==> src/rtl/core/lrpc_pkg.sv <==
package lrpc_pkg;

   // Field and register widths
   localparam int RANGE_W = 16;
   localparam int INDEX_W = 12;
   localparam int POS_W   = 17;
   localparam int PPS_W   = 13;
   localparam int START_W = 17;
   localparam int CSR_W   = 17;

   // Beam angle arithmetic
   localparam int FULL_TURN     = 36000;
   localparam int HALF_TURN     = 18000;
   localparam int QUARTER_TURN  = 9000;
   localparam int THREE_QUARTER = 27000;
   localparam int NUM_W  = 28;          // 36000 * 4095 fits in 28 bits
   localparam int REM_W  = PPS_W + 1;
   localparam int ANG_W  = 30;          // signed, unwrapped angle
   localparam int MOD_W  = 29;          // angle shifted to be non-negative
   localparam int MOD_STEPS = 14;       // 36000 * 2^14 exceeds any shifted angle
   localparam int T_W    = 16;          // folded angle, signed

   // Range limits in millimetres
   localparam int ROI_LIMIT_WIDE   = 2000;
   localparam int ROI_LIMIT_NARROW = 1400;
   localparam int WIDE_LIMIT       = 2500;

   // CORDIC datapath
   localparam int Z_W     = 32;
   localparam int XY_W    = 36;
   localparam int GAIN_W  = 30;
   localparam logic [GAIN_W-1:0] GAIN_Q30 = 30'd652032874;
   localparam int PROD_W  = RANGE_W + GAIN_W;
   localparam int X0_W    = PROD_W - 14;
   localparam int OUT_MAX = 65535;
   localparam int TAB_LEN = 24;

   // atan(2^-i) in centidegrees with 16 fraction bits
   localparam int ATAN_TAB [TAB_LEN] = '{
      294912000, 174096719, 91987925, 46694507,
      23437865, 11730358, 5866610, 2933484,
      1466764, 733385, 366693, 183346,
      91673, 45837, 22918, 11459,
      5730, 2865, 1432, 716,
      358, 179, 90, 45
   };

   typedef enum logic [1:0] {
      CSR_MIN_RANGE   = 2'd0,
      CSR_WIDE_MODE   = 2'd1,
      CSR_PPS         = 2'd2,
      CSR_ANGLE_START = 2'd3
   } csr_index_type;

   // Side data that travels with a beam through every cell
   typedef struct packed {
      logic [RANGE_W-1:0] range_mm;
      logic               last;
      logic               roi_ok;
      logic               wide_ok;
      logic               negate;
   } tag_type;

endpackage

==> src/rtl/core/lrpc_div_cell.sv <==
// One restoring division step: brings down one numerator bit, shifts in one quotient bit.
module lrpc_div_cell import lrpc_pkg::*; (
   input  logic             clock,
   input  logic             load,
   input  logic [PPS_W-1:0] divisor,
   input  logic [PPS_W-1:0] rem_in,
   input  logic [NUM_W-1:0] nq_in,
   input  tag_type          tag_in,
   output logic [PPS_W-1:0] rem_out,
   output logic [NUM_W-1:0] nq_out,
   output tag_type          tag_out
);

   logic [PPS_W-1:0] rem_ff, rem_in_next;
   logic [NUM_W-1:0] nq_ff, nq_in_next;
   tag_type          tag_ff;
   logic [REM_W-1:0] trial;
   logic [REM_W-1:0] diff;
   logic             fits;

   always_comb begin
      trial       = {rem_in, nq_in[NUM_W-1]};
      diff        = trial - {1'b0, divisor};
      fits        = trial >= {1'b0, divisor};
      rem_in_next = fits ? diff[PPS_W-1:0] : trial[PPS_W-1:0];
      nq_in_next  = {nq_in[NUM_W-2:0], fits};
   end

   always_ff @(posedge clock) begin
      if (load) begin
         rem_ff <= rem_in_next;
         nq_ff  <= nq_in_next;
         tag_ff <= tag_in;
      end
   end

   assign rem_out = rem_ff;
   assign nq_out  = nq_ff;
   assign tag_out = tag_ff;

endmodule

==> config.mk <==
export PLATFORM = sky130hd
export DESIGN_NAME = lrpc_div_cell
export DESIGN_NICKNAME = d
export VERILOG_FILES = /design/src/rtl/core/lrpc_pkg.sv /design/src/rtl/core/lrpc_div_cell.sv
export SDC_FILE = /design/constraint.sdc
export NUM_CORES = 1
export LEC_CHECK = 0
export ABC_CLOCK_PERIOD_IN_PS = 2600
export BUFFER_PORTS_ARGS = -buffer_cell sky130_fd_sc_hd__buf_2
export CORE_AREA = 2 2 84 86
export DETAILED_ROUTE_END_ITERATION = 10
export DIE_AREA = 0 0 86 88
export PLACE_DENSITY = 0.87
export SLEW_MARGIN = 30
export SYNTH_ARGS = -nofsm -noshare
export SYNTH_HDL_FRONTEND = slang
export SYNTH_SLANG_ARGS = --single-unit
==> constraint.sdc <==
create_clock -name clock -period 2.6 [get_ports clock]
set_input_delay 0.39 -clock clock [delete_from_list [all_inputs] [get_ports clock]]
set_output_delay 0.39 -clock clock [all_outputs]
set_load 0.02 [all_outputs]
Yosys cells after proc, flatten, opt, wreduce, memory -nomap -nowiden
Index checks and enable logic that the tools add are counted.

storage, ports and cells
  output and inout bits = 61
  bits in writable memories = 0
  bits of input ports = 76
  word-level logic and storage cells = 10
  memories kept = 0
  latch bits = 0
  bits in read-only memories = 0
  register bits after elaboration = 61

operators by class
  equality and inequality tests = 0
  muxes and demuxes = 1
  shifts and indexed selects = 0
  magnitude comparators = 1
  bitwise logic cells = 0
  divide/modulo/power cells = 0
  $add $sub $neg = 1
  multipliers = 0
  reductions and logical operators = 0

operators by type and width
  cell            number
  $ge 14x13->1    1
  $mux 13         1
  $sub 13x13->13  1

Longest topological paths before layout
Gate-level depths: netlist (run 1).

  depth after elaboration = 2
  mapped depth = 10
  depth with buffers taken out = 9

Worst setup path after synthesis (run 1)
OpenSTA, ideal clock, no wires.

  path kind = input to register
  from = in nq_in[27]
  to = reg rem_ff[10], in the netlist rem_out[10] (data pin)
  slack = 104 ps
  data required time = 2340 ps
  stages = 10
  arrival time = 2236 ps
  buffers on the path = 1
  setup time = 260 ps
  path through = inv_1 ha_1 fa_1 nand2b_1 a21oi_2 o21ai_2 a211oi_2 o32a_2 buf_12 mux2_4

between the ends
  word-level cells in the longest chain between the ends = 2
  elaborated cells between the ends (all ways) = 3
  classes of those cells = 1 x add/sub; 1 x order compare; 1 x mux

RTL lines
  item                       line                 RTL
  start, declared            lrpc_div_cell.sv:7   input logic [NUM_W-1:0] nq_in,
  $ge 14x13->1               lrpc_div_cell.sv:24  fits = trial >= {1'b0, divisor};
  named net fits             lrpc_div_cell.sv:19  logic fits;
  $mux 13                    lrpc_div_cell.sv:25  rem_in_next = fits ? diff[PPS_W-1:0] : trial[PPS_W-1:0];
  named net rem_in_next[10]  lrpc_div_cell.sv:14  logic [PPS_W-1:0] rem_ff, rem_in_next;
  end signal, assigned       lrpc_div_cell.sv:31  rem_ff <= rem_in_next;
  end, declared              lrpc_div_cell.sv:14

The timed path passes the listed nets, and every way through them passes these cells.
A chain may end at the register's enable or synchronous reset.

Worst setup path after layout (run 1)
  from = in divisor[0]
  to = reg rem_ff[4], in the netlist rem_out[4] (data pin)

between the ends
  word-level cells in the longest chain between the ends = 2
  elaborated cells between the ends (all ways) = 3
  classes of those cells = 1 x add/sub; 1 x order compare; 1 x mux

RTL lines
  item                                                   line                                      RTL
  start, declared                                        lrpc_div_cell.sv:5                        input logic [PPS_W-1:0] divisor,
  $sub 13x13->13 / $ge 14x13->1 (equally long branches)  lrpc_div_cell.sv:23, lrpc_div_cell.sv:24
  $mux 13 (*)                                            lrpc_div_cell.sv:25
  named net rem_in_next[4]                               lrpc_div_cell.sv:14

Mark *: on every way through the listed nets, which the timed path passes. The rest lies on a longest branch.

==> impl_results.md, run 1 <==
* Share of post-route cells with drive strength above 1 at 52.6%
* Total global-route track usage at 16.4%
* Total I/O pin count at 137
* Nets@finish at 411
* # diodes at 0
* Synthesis Warnings at 0
* Final Hold Viols at 0
* Synth Cell Area at 2680 um2
* WL met2 at 3330 um
* Die H at 88 um
* Post-route ant nets at 0
* Total power at 2440 uW
* Gate power share at 22.0%
* Max Cap Violations at 0
* TritonRoute pass-1 iters at 4
* DIE AREA at 7570 um2
* Crit share post-route at 88.9%
* Clk slew on worst S/H paths at 70 ps
* Pwr/cell area at 668 nW/um2
* Port bufs at 136
* Main synth FF type: edfxtp_1
* Number of CTS-inserted buffers at 9
* Unrepaired setup endpoints after global routing: false
* Vias in the first global route at 1974
* Synth cell types at 40
* Fmax at 0.432 GHz
* Hpwl dp at 5010 um
* Initial core utilization at 40.4%
* Tmin final at 2310 ps
* Fill cell count at 545
* First-pass GRT wire length at 9310 um
* H-tree depth at 3
* Worst Hold Class: in2reg
* Synth async-reset ratio at 0%
* Register area share after synthesis at 68.3%
* Starting DRT DRC Count at 83
* Internal power at 1760 uW
* Post-cts sizing count at 0
* CTS tree: built
* Slew headroom at 56.2%
* Met3 WL post-DR at 660 um
* M1 WL at 2290 um
* DR top layer: met4
* Die W at 86 um
* Synthesized flop and latch total at 61
* Placed cell areas at 3500 um2
* Final Wtd Congestion at 0.803
* Final setup viols at 0
* Bufs and invs on worst path at 2
* Area Growth Syn to Fin at 36.4%
* Sink Count at 61
* Max Slew Vio Count at 0
* Synthesized area per cell at 15.9 um2
* Worst vdd ir at 0.242 mV
* CTS max path bufs at 2
* Worst slew pin tran at 657 ps
* WL/cell at 15.7 um
* Site row count at 30
* CP top delay family: compound AO/OA/AOI/OAI gates
* Largest net degree at the start of global routing at 36
* Fin Setup TNS at 0 ps
* Avg Vias per Cell at 4.80
* Critical path startpoint category: primary input
* Area share of the largest cell type after synthesis at 68.3%
* LEAKAGE at 0.00167 uW
* CP Capture Type: flop
* Worst EP required at 2680 ps
* Fin area at 3660 um2
* Flop pwr share at 49.9%
* Initial antenna violation count at 0
* Final WL at 6360 um
* Setup CP Type: in2reg
* Slowest cell on the critical path: fa_1
* Dominant cells by area after synthesis: edfxtp_1, ha_1, mux2_4, inv_1, xor2_1
* Total grt overflow at 0
* Crit-path max FO at 6
* Worst EP arrival at 2390 ps
* Synthesized Nets at 259
* Core footprint at 6640 um2
* Fin util at 55.0%
* Slowest stage delay, CP at 380 ps
* Root Buffer Master: clkbuf_8
* Hold-fix buffers at CTS at 0
* Clock network power share at 28.1%
* Net Sw Frac at 27.9%
* Crit-path cells: buf_2 > ha_1 > fa_1 > nand2b_1 > a21oi_2 > o21ai_2 > a211oi_2 > o32a_2 > buf_4 > mux2_1
* Number of synthesized flops with an enable pin at 61
* Vias at 1943
* Cell count after synthesis at 169
* Setup Buffers After CTS at 0
* Switch Pwr at 681 uW
* Post-synth top area cell: edfxtp_1
* DRC Markers at 0
* Outcome: completed
## layout by cell type (no fill, tap or decap), drive strengths merged, types with 3 or more instances in the layout
cell,netlist,layout
buf,1,142
edfxtp,61,61
inv,15,15
ha,13,13
mux2,11,11
clkbuf,0,10
a21oi,9,9
nor2,8,8
o21ai,6,6
xor2,5,5
nand2,4,4
xnor2,4,4
nand2b,3,3
a211oi,3,3
clkinv,0,3
## cells in the mapped netlist (all sizes together) (2+ instances only)
cell type	instances
a21oi	9
a21o	2
o21ai	6
mux2	11
nor2b	2
or2	2
ha	13
edfxtp	61
nor3	2
a211oi	3
nand3	2
xnor2	4
xor2	5
nand2	4
mux2i	2
inv	15
nor2	8
nand2b	3
## power groups by stage
stage          logic [uW]  clock network [uW]  registers (uW)
3_5_place_dp          540                   0            1240
5_1_grt               582                 740            1230
3_3_place_gp          524                   0            1240
2_1_floorplan         203                   0            1370
6_report              538                 685            1220
4_1_cts               542                 706            1220
## kinds of logic (layout without fill, tap and decap cells)
kind of cell	Yosys count	count (layout)	share of synthesized area [%]
adder cells (fa/ha/maj)	14	14	6.81
AO/OA/AOI/OAI	26	26	6.58
multiplexers	13	13	6.35
flip-flops	61	61	68.3
buffers and inverters	16	172	2.85
AND/OR/NAND/NOR	30	30	6.16
XOR/XNOR	9	9	2.94
## stage by stage
| stage | setup slack (ps) | std cells | hold slack [ps] |
|---|---|---|---|
| 3_3_place_gp | -0.115 | 390 | 566 |
| 6_report | 287 | 405 | 229 |
| 5_1_grt | 177 | 405 | 217 |
| 3_5_place_dp | -65.1 | 390 | 568 |
| 4_1_cts | 301 | 405 | 211 |
| 2_1_floorplan | 104 | 169 | 489 |
## final timing paths
kind	start	end	slack, ps	depth (start not counted)
min	tag_in[2]	tag_out[2]$_DFFE_PP_	230	1
max	divisor[0]	rem_out[4]$_DFFE_PP_	290	10
## layout make-up
class                      count  area, um2  share of cell area (%)
sequential                    61       1830                    50.1
clock buffer                  10        128                    3.49
multi-input combinational     92        773                    21.1
inverter                      15       56.3                    1.54
timing repair buffer         142        738                    20.2
tap                           80        100                    2.74
clock inverter                 5       28.8                   0.787
## flip-flops by register name, indices dropped and copies added, names as in the netlist
signal and cells:
nq_out 28, rem_out 13, tag_out 20
## layer usage
| metal | GRT usage, % | vias up |
|---|---|---|
| met5 | 0 | - |
| met4 | 7.79 | 0 |
| met3 | 5.75 | 7 |
| met2 | 29.8 | 92 |
| met1 | 16.9 | 908 |
| li1 | - | 936 |
Note: power is estimated with default switching activity, not from simulation.
==> run 2: changes to the inputs <==
==> constraint.sdc (replaced) <==
create_clock -name clock -period 2.6 [get_ports clock]
set_input_delay 0.13 -clock clock [delete_from_list [all_inputs] [get_ports clock]]
set_output_delay 0.13 -clock clock [all_outputs]
set_load 0.02 [all_outputs]
==> run 2 against run 1 <==
Compared with the run above:
- hold slack got worse by 130 ps
- critical path depth rose by 1
- total power rose by 12%
- die area did not move
- non-clock buffer count rose by 45
- design area rose by 14%
- sequential cell count did not move
- global-route usage rose by 4.1 points
- sequential share of layout area fell by 6.1 points
- clock power rose by 35%
- critical endpoint is now rem_out[12]$_DFFE_PP_
==> impl_results.md, run 2 (synthesized netlist as in run 1, its figures left out) <==
* Outcome: completed
* Hpwl dp at 4910 um
* Clock network power share at 33.7%
* Die H at 88 um
* Total grt overflow at 0
* Pwr/cell area at 660 nW/um2
* Slew headroom at 56.8%
* WL/cell at 17.3 um
* Max reg flops at 28
* Final WL at 7800 um
* Worst EP required at 2680 ps
* Tmin final at 2100 ps
* Unrepaired setup endpoints after global routing: false
* Root Buffer Master: clkbuf_8
* Total I/O pin count at 137
* Vias in the first global route at 2289
* Worst EP arrival at 2180 ps
* Switch Pwr at 742 uW
* Crit-path max FO at 8
* Area Growth Syn to Fin at 55.1%
* CTS tree: built
* First-pass GRT wire length at 11300 um
* TritonRoute pass-1 iters at 4
* Vias at 2181
* Die W at 86 um
* Avg Vias per Cell at 4.83
* Total power at 2740 uW
* Final Wtd Congestion at 0.794
* Worst slew pin tran at 648 ps
* Gate power share at 21.7%
* Setup Buffers After CTS at 0
* Net Sw Frac at 27.0%
* Fmax at 0.477 GHz
* Largest net degree at the start of global routing at 31
* Flop pwr share at 44.6%
* Number of CTS-inserted buffers at 9
* DRC Markers at 0
* Slowest cell on the critical path: fa_1
* Nets@finish at 456
* Core footprint at 6640 um2
* Site row count at 30
* Share of post-route cells with drive strength above 1 at 46.1%
* Crit-path cells: buf_2 > inv_1 > ha_1 > fa_1 > nand2b_1 > a21oi_2 > o21ai_2 > a211oi_2 > o32a_2 > buf_4 > mux2_2
* Most common cell after layout, fill and taps aside: buf_2
* Hold-fix buffers at CTS at 47
* H-tree depth at 3
* Initial core utilization at 40.4%
* Setup CP Type: in2reg
* Total global-route track usage at 20.5%
* Max Cap Violations at 0
* Critical path startpoint category: primary input
* Max Slew Vio Count at 0
* Port bufs at 136
* Worst vdd ir at 0.389 mV
* Commonest cells after routing, fill and taps aside: buf_2, edfxtp_1, dlygate4sd3_1, inv_1, ha_1
* Internal power at 2000 uW
* CP Capture Type: flop
* CTS max path bufs at 2
* Fin Setup TNS at 0 ps
* Slowest stage delay, CP at 400 ps
* Final setup viols at 0
* Starting DRT DRC Count at 92
* Post-cts sizing count at 0
* Sink Count at 61
* DIE AREA at 7570 um2
* Clk slew on worst S/H paths at 70 ps
* Crit share post-route at 80.7%
* LEAKAGE at 0.00188 uW
* Final Hold Viols at 0
* Post-route ant nets at 0
* Worst Hold Class: in2reg
* Initial antenna violation count at 1
-- run 2: through the flow --
step           setup WS [ps]  hold slack (ps)  utilization (%)  cells  area [um2]
3_5_place_dp             137              308             52.3    388        3470
4_1_cts                  496             83.1             62.6    451        4160
5_1_grt                  372             96.7             62.6    452        4160
2_1_floorplan            364              229                -    169        2680
6_report                 501             99.9             62.6    452        4160
3_3_place_gp             198              306             52.3    388        3470
-- run 2: cell type report --
cell class	count	area, um2
flip-flops and latches	61	1830
clock inverters	7	90.1
diodes	1	2.50
repair buffers	187	1180
fillers	478	2480
well taps	80	100
inverters	15	56.3
clock buffers	9	124
multi-input cells	92	773
-- run 2: path summary, 6_finish.rpt --
kind	startpoint	to	slack, ps	depth (start not counted)
hold / removal	rem_in[3]	rem_out[4]$_DFFE_PP_	100	2
setup / recovery	nq_in[27]	rem_out[12]$_DFFE_PP_	500	11
-- run 2: metal layers --
layer	track usage (%)	vias up	part of all wire, %
met5	0	-	0
met4	7.65	0	1.9
met3	7.82	12	10
met2	37.8	120	51
met1	21.0	1018	37
li1	-	1031	-
-- run 2: power groups by stage --
| stage | clock, uW | sequential [uW] | combinational [uW] |
|---|---|---|---|
| final | 923 | 1220 | 596 |
| after detailed placement | 0 | 1240 | 531 |
| after global routing | 982 | 1230 | 641 |
| after CTS | 922 | 1220 | 589 |
| after floorplan | 0 | 1370 | 203 |
| after global placement | 0 | 1240 | 517 |
-- run 2: critical path, delay by kind of cell --
kind / cells / cell delay [ps]
and+or+nand+nor: 1 / 180
adders and majority gates: 2 / 600
AOI/OAI and AO/OA: 4 / 640
buffers and inverters: 3 / 290
muxes: 1 / 350
==> run 3: changes to the inputs <==
--- a/config.mk
+++ b/config.mk
@@ -5,12 +5,13 @@
 export SDC_FILE = /design/constraint.sdc
 export NUM_CORES = 1
 export LEC_CHECK = 0
-export ABC_CLOCK_PERIOD_IN_PS = 2600
+export ABC_AREA = 1
+export ABC_CLOCK_PERIOD_IN_PS = 1900
 export BUFFER_PORTS_ARGS = -buffer_cell sky130_fd_sc_hd__buf_2
-export CORE_AREA = 2 2 84 86
+export CORE_AREA = 2 2 87 89
 export DETAILED_ROUTE_END_ITERATION = 10
-export DIE_AREA = 0 0 86 88
-export PLACE_DENSITY = 0.87
+export DIE_AREA = 0 0 89 91
+export PLACE_DENSITY = 0.88
 export SLEW_MARGIN = 30
 export SYNTH_ARGS = -nofsm -noshare
 export SYNTH_HDL_FRONTEND = slang
==> constraint.sdc (replaced) <==
create_clock -name clock -period 1.9 [get_ports clock]
set_input_delay 0.095 -clock clock [delete_from_list [all_inputs] [get_ports clock]]
set_output_delay 0.095 -clock clock [all_outputs]
set_load 0.02 [all_outputs]
==> run 3 against run 2 <==
Compared with the run above:
- synthesized area increased by 13%
- die area increased by 7.0%
- sequential cell count unchanged
- cell count increased by 27%
- core utilization decreased by 0.064 points
- sequential share of layout area decreased by 3.0 points
- clock-buffer cell count increased by 2
- setup slack got worse by 260 ps
- design area increased by 7.3%
- synthesized cell count increased by 62%
- clock power about the same
- non-clock buffer count unchanged
- largest power group unchanged
- highest routed layer unchanged
==> impl_results.md, run 3 <==
* DRC Markers at 0
* Total grt overflow at 0
* Max Cap Violations at 0
* Crit-path max FO at 21
* Final Wtd Congestion at 0.918
* Vias in the first global route at 2772
* CP Capture Point: rem_out[6]$_DFFE_PP_
* Hold-fix buffers at CTS at 47
* DIE AREA at 8100 um2
* Worst EP required at 1970 ps
* Internal power at 2440 uW
* CP top delay family: simple AND/OR/NAND/NOR gates
* Post-synth top area cell: edfxtp_1
* Tmin final at 1660 ps
* Share of post-route cells with drive strength above 1 at 40.0%
* TritonRoute pass-1 iters at 7
* LEAKAGE at 0.00219 uW
* Worst slew pin tran at 424 ps
* Synth Area in Adders at 6.04%
* XOR/XNOR Fraction of Synth Area at 1.74%
* Root Buffer Master: clkbuf_8
* Main synth FF type: edfxtp_1
* Number of CTS-inserted buffers at 9
* Final WL at 8830 um
* Setup Buffers After CTS at 0
* Register area share after synthesis at 60.5%
* Largest net degree at the start of global routing at 45
* Initial core utilization at 42.4%
* H-tree depth at 3
* Slowest stage delay, CP at 360 ps
* Avg Vias per Cell at 4.68
* Critical path depth at 11
* Switch Pwr at 1030 uW
* Fmax at 0.603 GHz
* Simple-gate share of the synthesized area at 20.0%
* Worst Hold Class: in2reg
* Synth Cell Area at 3030 um2
* Area share of the largest cell type after synthesis at 60.5%
* Commonest cells in the netlist: nand2_1, edfxtp_1, inv_1
* Placed cell areas at 3830 um2
* Synth Area in Compound Gates at 3.22%
* Synthesized Nets at 363
* Fin area at 4460 um2
* Pwr/cell area at 776 nW/um2
* Area Growth Syn to Fin at 47.5%
* CTS tree: built
* Max reg flops at 28
* Commonest cells after routing, fill and taps aside: buf_2, nand2_1, edfxtp_1, inv_1, dlygate4sd3_1
* Site row count at 31
* Synth async-reset ratio at 0%
* Starting DRT DRC Count at 184
* Outcome: completed
* Synthesis Warnings at 0
* Core footprint at 7140 um2
* Hold Slack at 125 ps
* Total global-route track usage at 21.9%
* Hpwl dp at 5950 um
* Setup CP Type: in2reg
* Slowest cell on the critical path: ha_1
* Max Slew Vio Count at 0
* Cell count after synthesis at 273
* Worst EP arrival at 1720 ps
* Worst setup startpoint: divisor[9]
* Nets@finish at 558
* Synth cell types at 23
* Die H at 91 um
* CP Capture Type: flop
* Clock network power share at 26.7%
* Die W at 89 um
* Initial antenna violation count at 1
* Bufs and invs on worst path at 3
* Synthesized flop and latch total at 61
* CTS max path bufs at 2
* Sink Count at 61
* Worst vdd ir at 0.324 mV
* Net Sw Frac at 29.7%
* Crit share post-route at 87.3%
* Hold Path Depth at 3
* Most common cell after layout, fill and taps aside: buf_2
* Fin util at 62.5%
* Unrepaired setup endpoints after global routing: false
* Critical path startpoint category: primary input
* Synthesized area per cell at 11.1 um2
* Total I/O pin count at 137
* Number of synthesized flops with an enable pin at 61
* Vias at 2682
* Flop pwr share at 48.1%
* Post-route ant nets at 0
* Slew headroom at 71.8%
* Largest family of logic cells by synthesized area: simple AND/OR/NAND/NOR gates
* Final setup viols at 0
* First-pass GRT wire length at 13300 um
* Gate power share at 25.2%
* Crit-path cells: buf_2 > inv_1 > ha_1 > nand2_2 > inv_2 > nand2_1 > nand2_2 > a21oi_4 > nand3_4 > nand2_1 > o21ai_2
* Total power at 3460 uW
* WL/cell at 15.4 um
* Post-synthesis mux area share at 0%
* Dominant cells by area after synthesis: edfxtp_1, nand2_1, inv_1, ha_1, nand2_2
* Final Hold Viols at 0
* Clk slew on worst S/H paths at 70 ps
* Post-cts sizing count at 0
* Top-count cell post-synth: nand2_1
* Port bufs at 136
[run 3: cell types whose count changed in the layout (fill, tap and decap cells not counted), moves of 4 or more]
cell | before | now
a21oi_1 | 8 | 4
nand3_2 | 0 | 5
o21ai_0 | 4 | 0
nand2_1 | 4 | 68
mux2_4 | 7 | 0
nand2_2 | 0 | 11
inv_1 | 15 | 51
o21ai_2 | 1 | 7
inv_2 | 0 | 6
nand3_1 | 2 | 11
nand4_1 | 1 | 11
[run 3: layer usage]
layer  global-route usage [%]  wire length, um
met4                     11.2              297
met2                     39.0             4610
met3                     6.27              811
met5                        0                0
met1                     22.6             3110
[run 3: worst min-delay path by stage]
| stage | start | endpoint | slack [ps] |
|---|---|---|---|
| detailed placement | tag_in[7] | tag_out[7]$_DFFE_PP_ | 270 |
| floorplan | nq_in[9] | nq_out[10]$_DFFE_PP_ | 190 |
| CTS | rem_in[8] | rem_out[9]$_DFFE_PP_ | 90 |
| global placement | tag_in[19] | tag_out[19]$_DFFE_PP_ | 270 |
| finish | rem_in[8] | rem_out[9]$_DFFE_PP_ | 120 |
| global route | rem_in[8] | rem_out[9]$_DFFE_PP_ | 110 |
[run 3: power groups by stage]
stage / logic, uW / clock network [uW] / registers, uW
floorplan: 319 / 0 / 1860
global placement: 757 / 0 / 1680
detailed placement: 778 / 0 / 1690
CTS: 859 / 952 / 1660
global route: 947 / 997 / 1680
finish: 873 / 924 / 1670
[run 3: final cells by class]
type                            instances  area, um2
Fill cell                             527       2670
Sequential cell                        61       1830
Timing Repair Buffer                  187       1190
Multi-Input combinational cell        152        938
Inverter                               57        214
Clock buffer                           11        131
Tap cell                               99        124
Clock inverter                          5       27.5
Antenna cell                            1       2.50
[run 3: logic make-up after synthesis]
group / count (synthesis)
xor gates and xnor gates: 6
adders and majority gates: 14
AOI/OAI and AO/OA: 12
and+or+nand+nor: 120
buffers and inverters: 60
DFF: 61
[run 3: tightest hold or removal path, cell delays in order]
cell     delay [ps]
buf_2            90
nand4_1          80
nand2_1          70
[run 3: through the flow]
step / worst slack, ps / cells / TNS, ps
after floorplan: 307 / 273 / 0
after global placement: 0.0772 / 509 / 0
after detailed placement: -72.0 / 509 / -405
after CTS: 279 / 572 / 0
after global routing: 116 / 573 / 0
final: 242 / 573 / 0
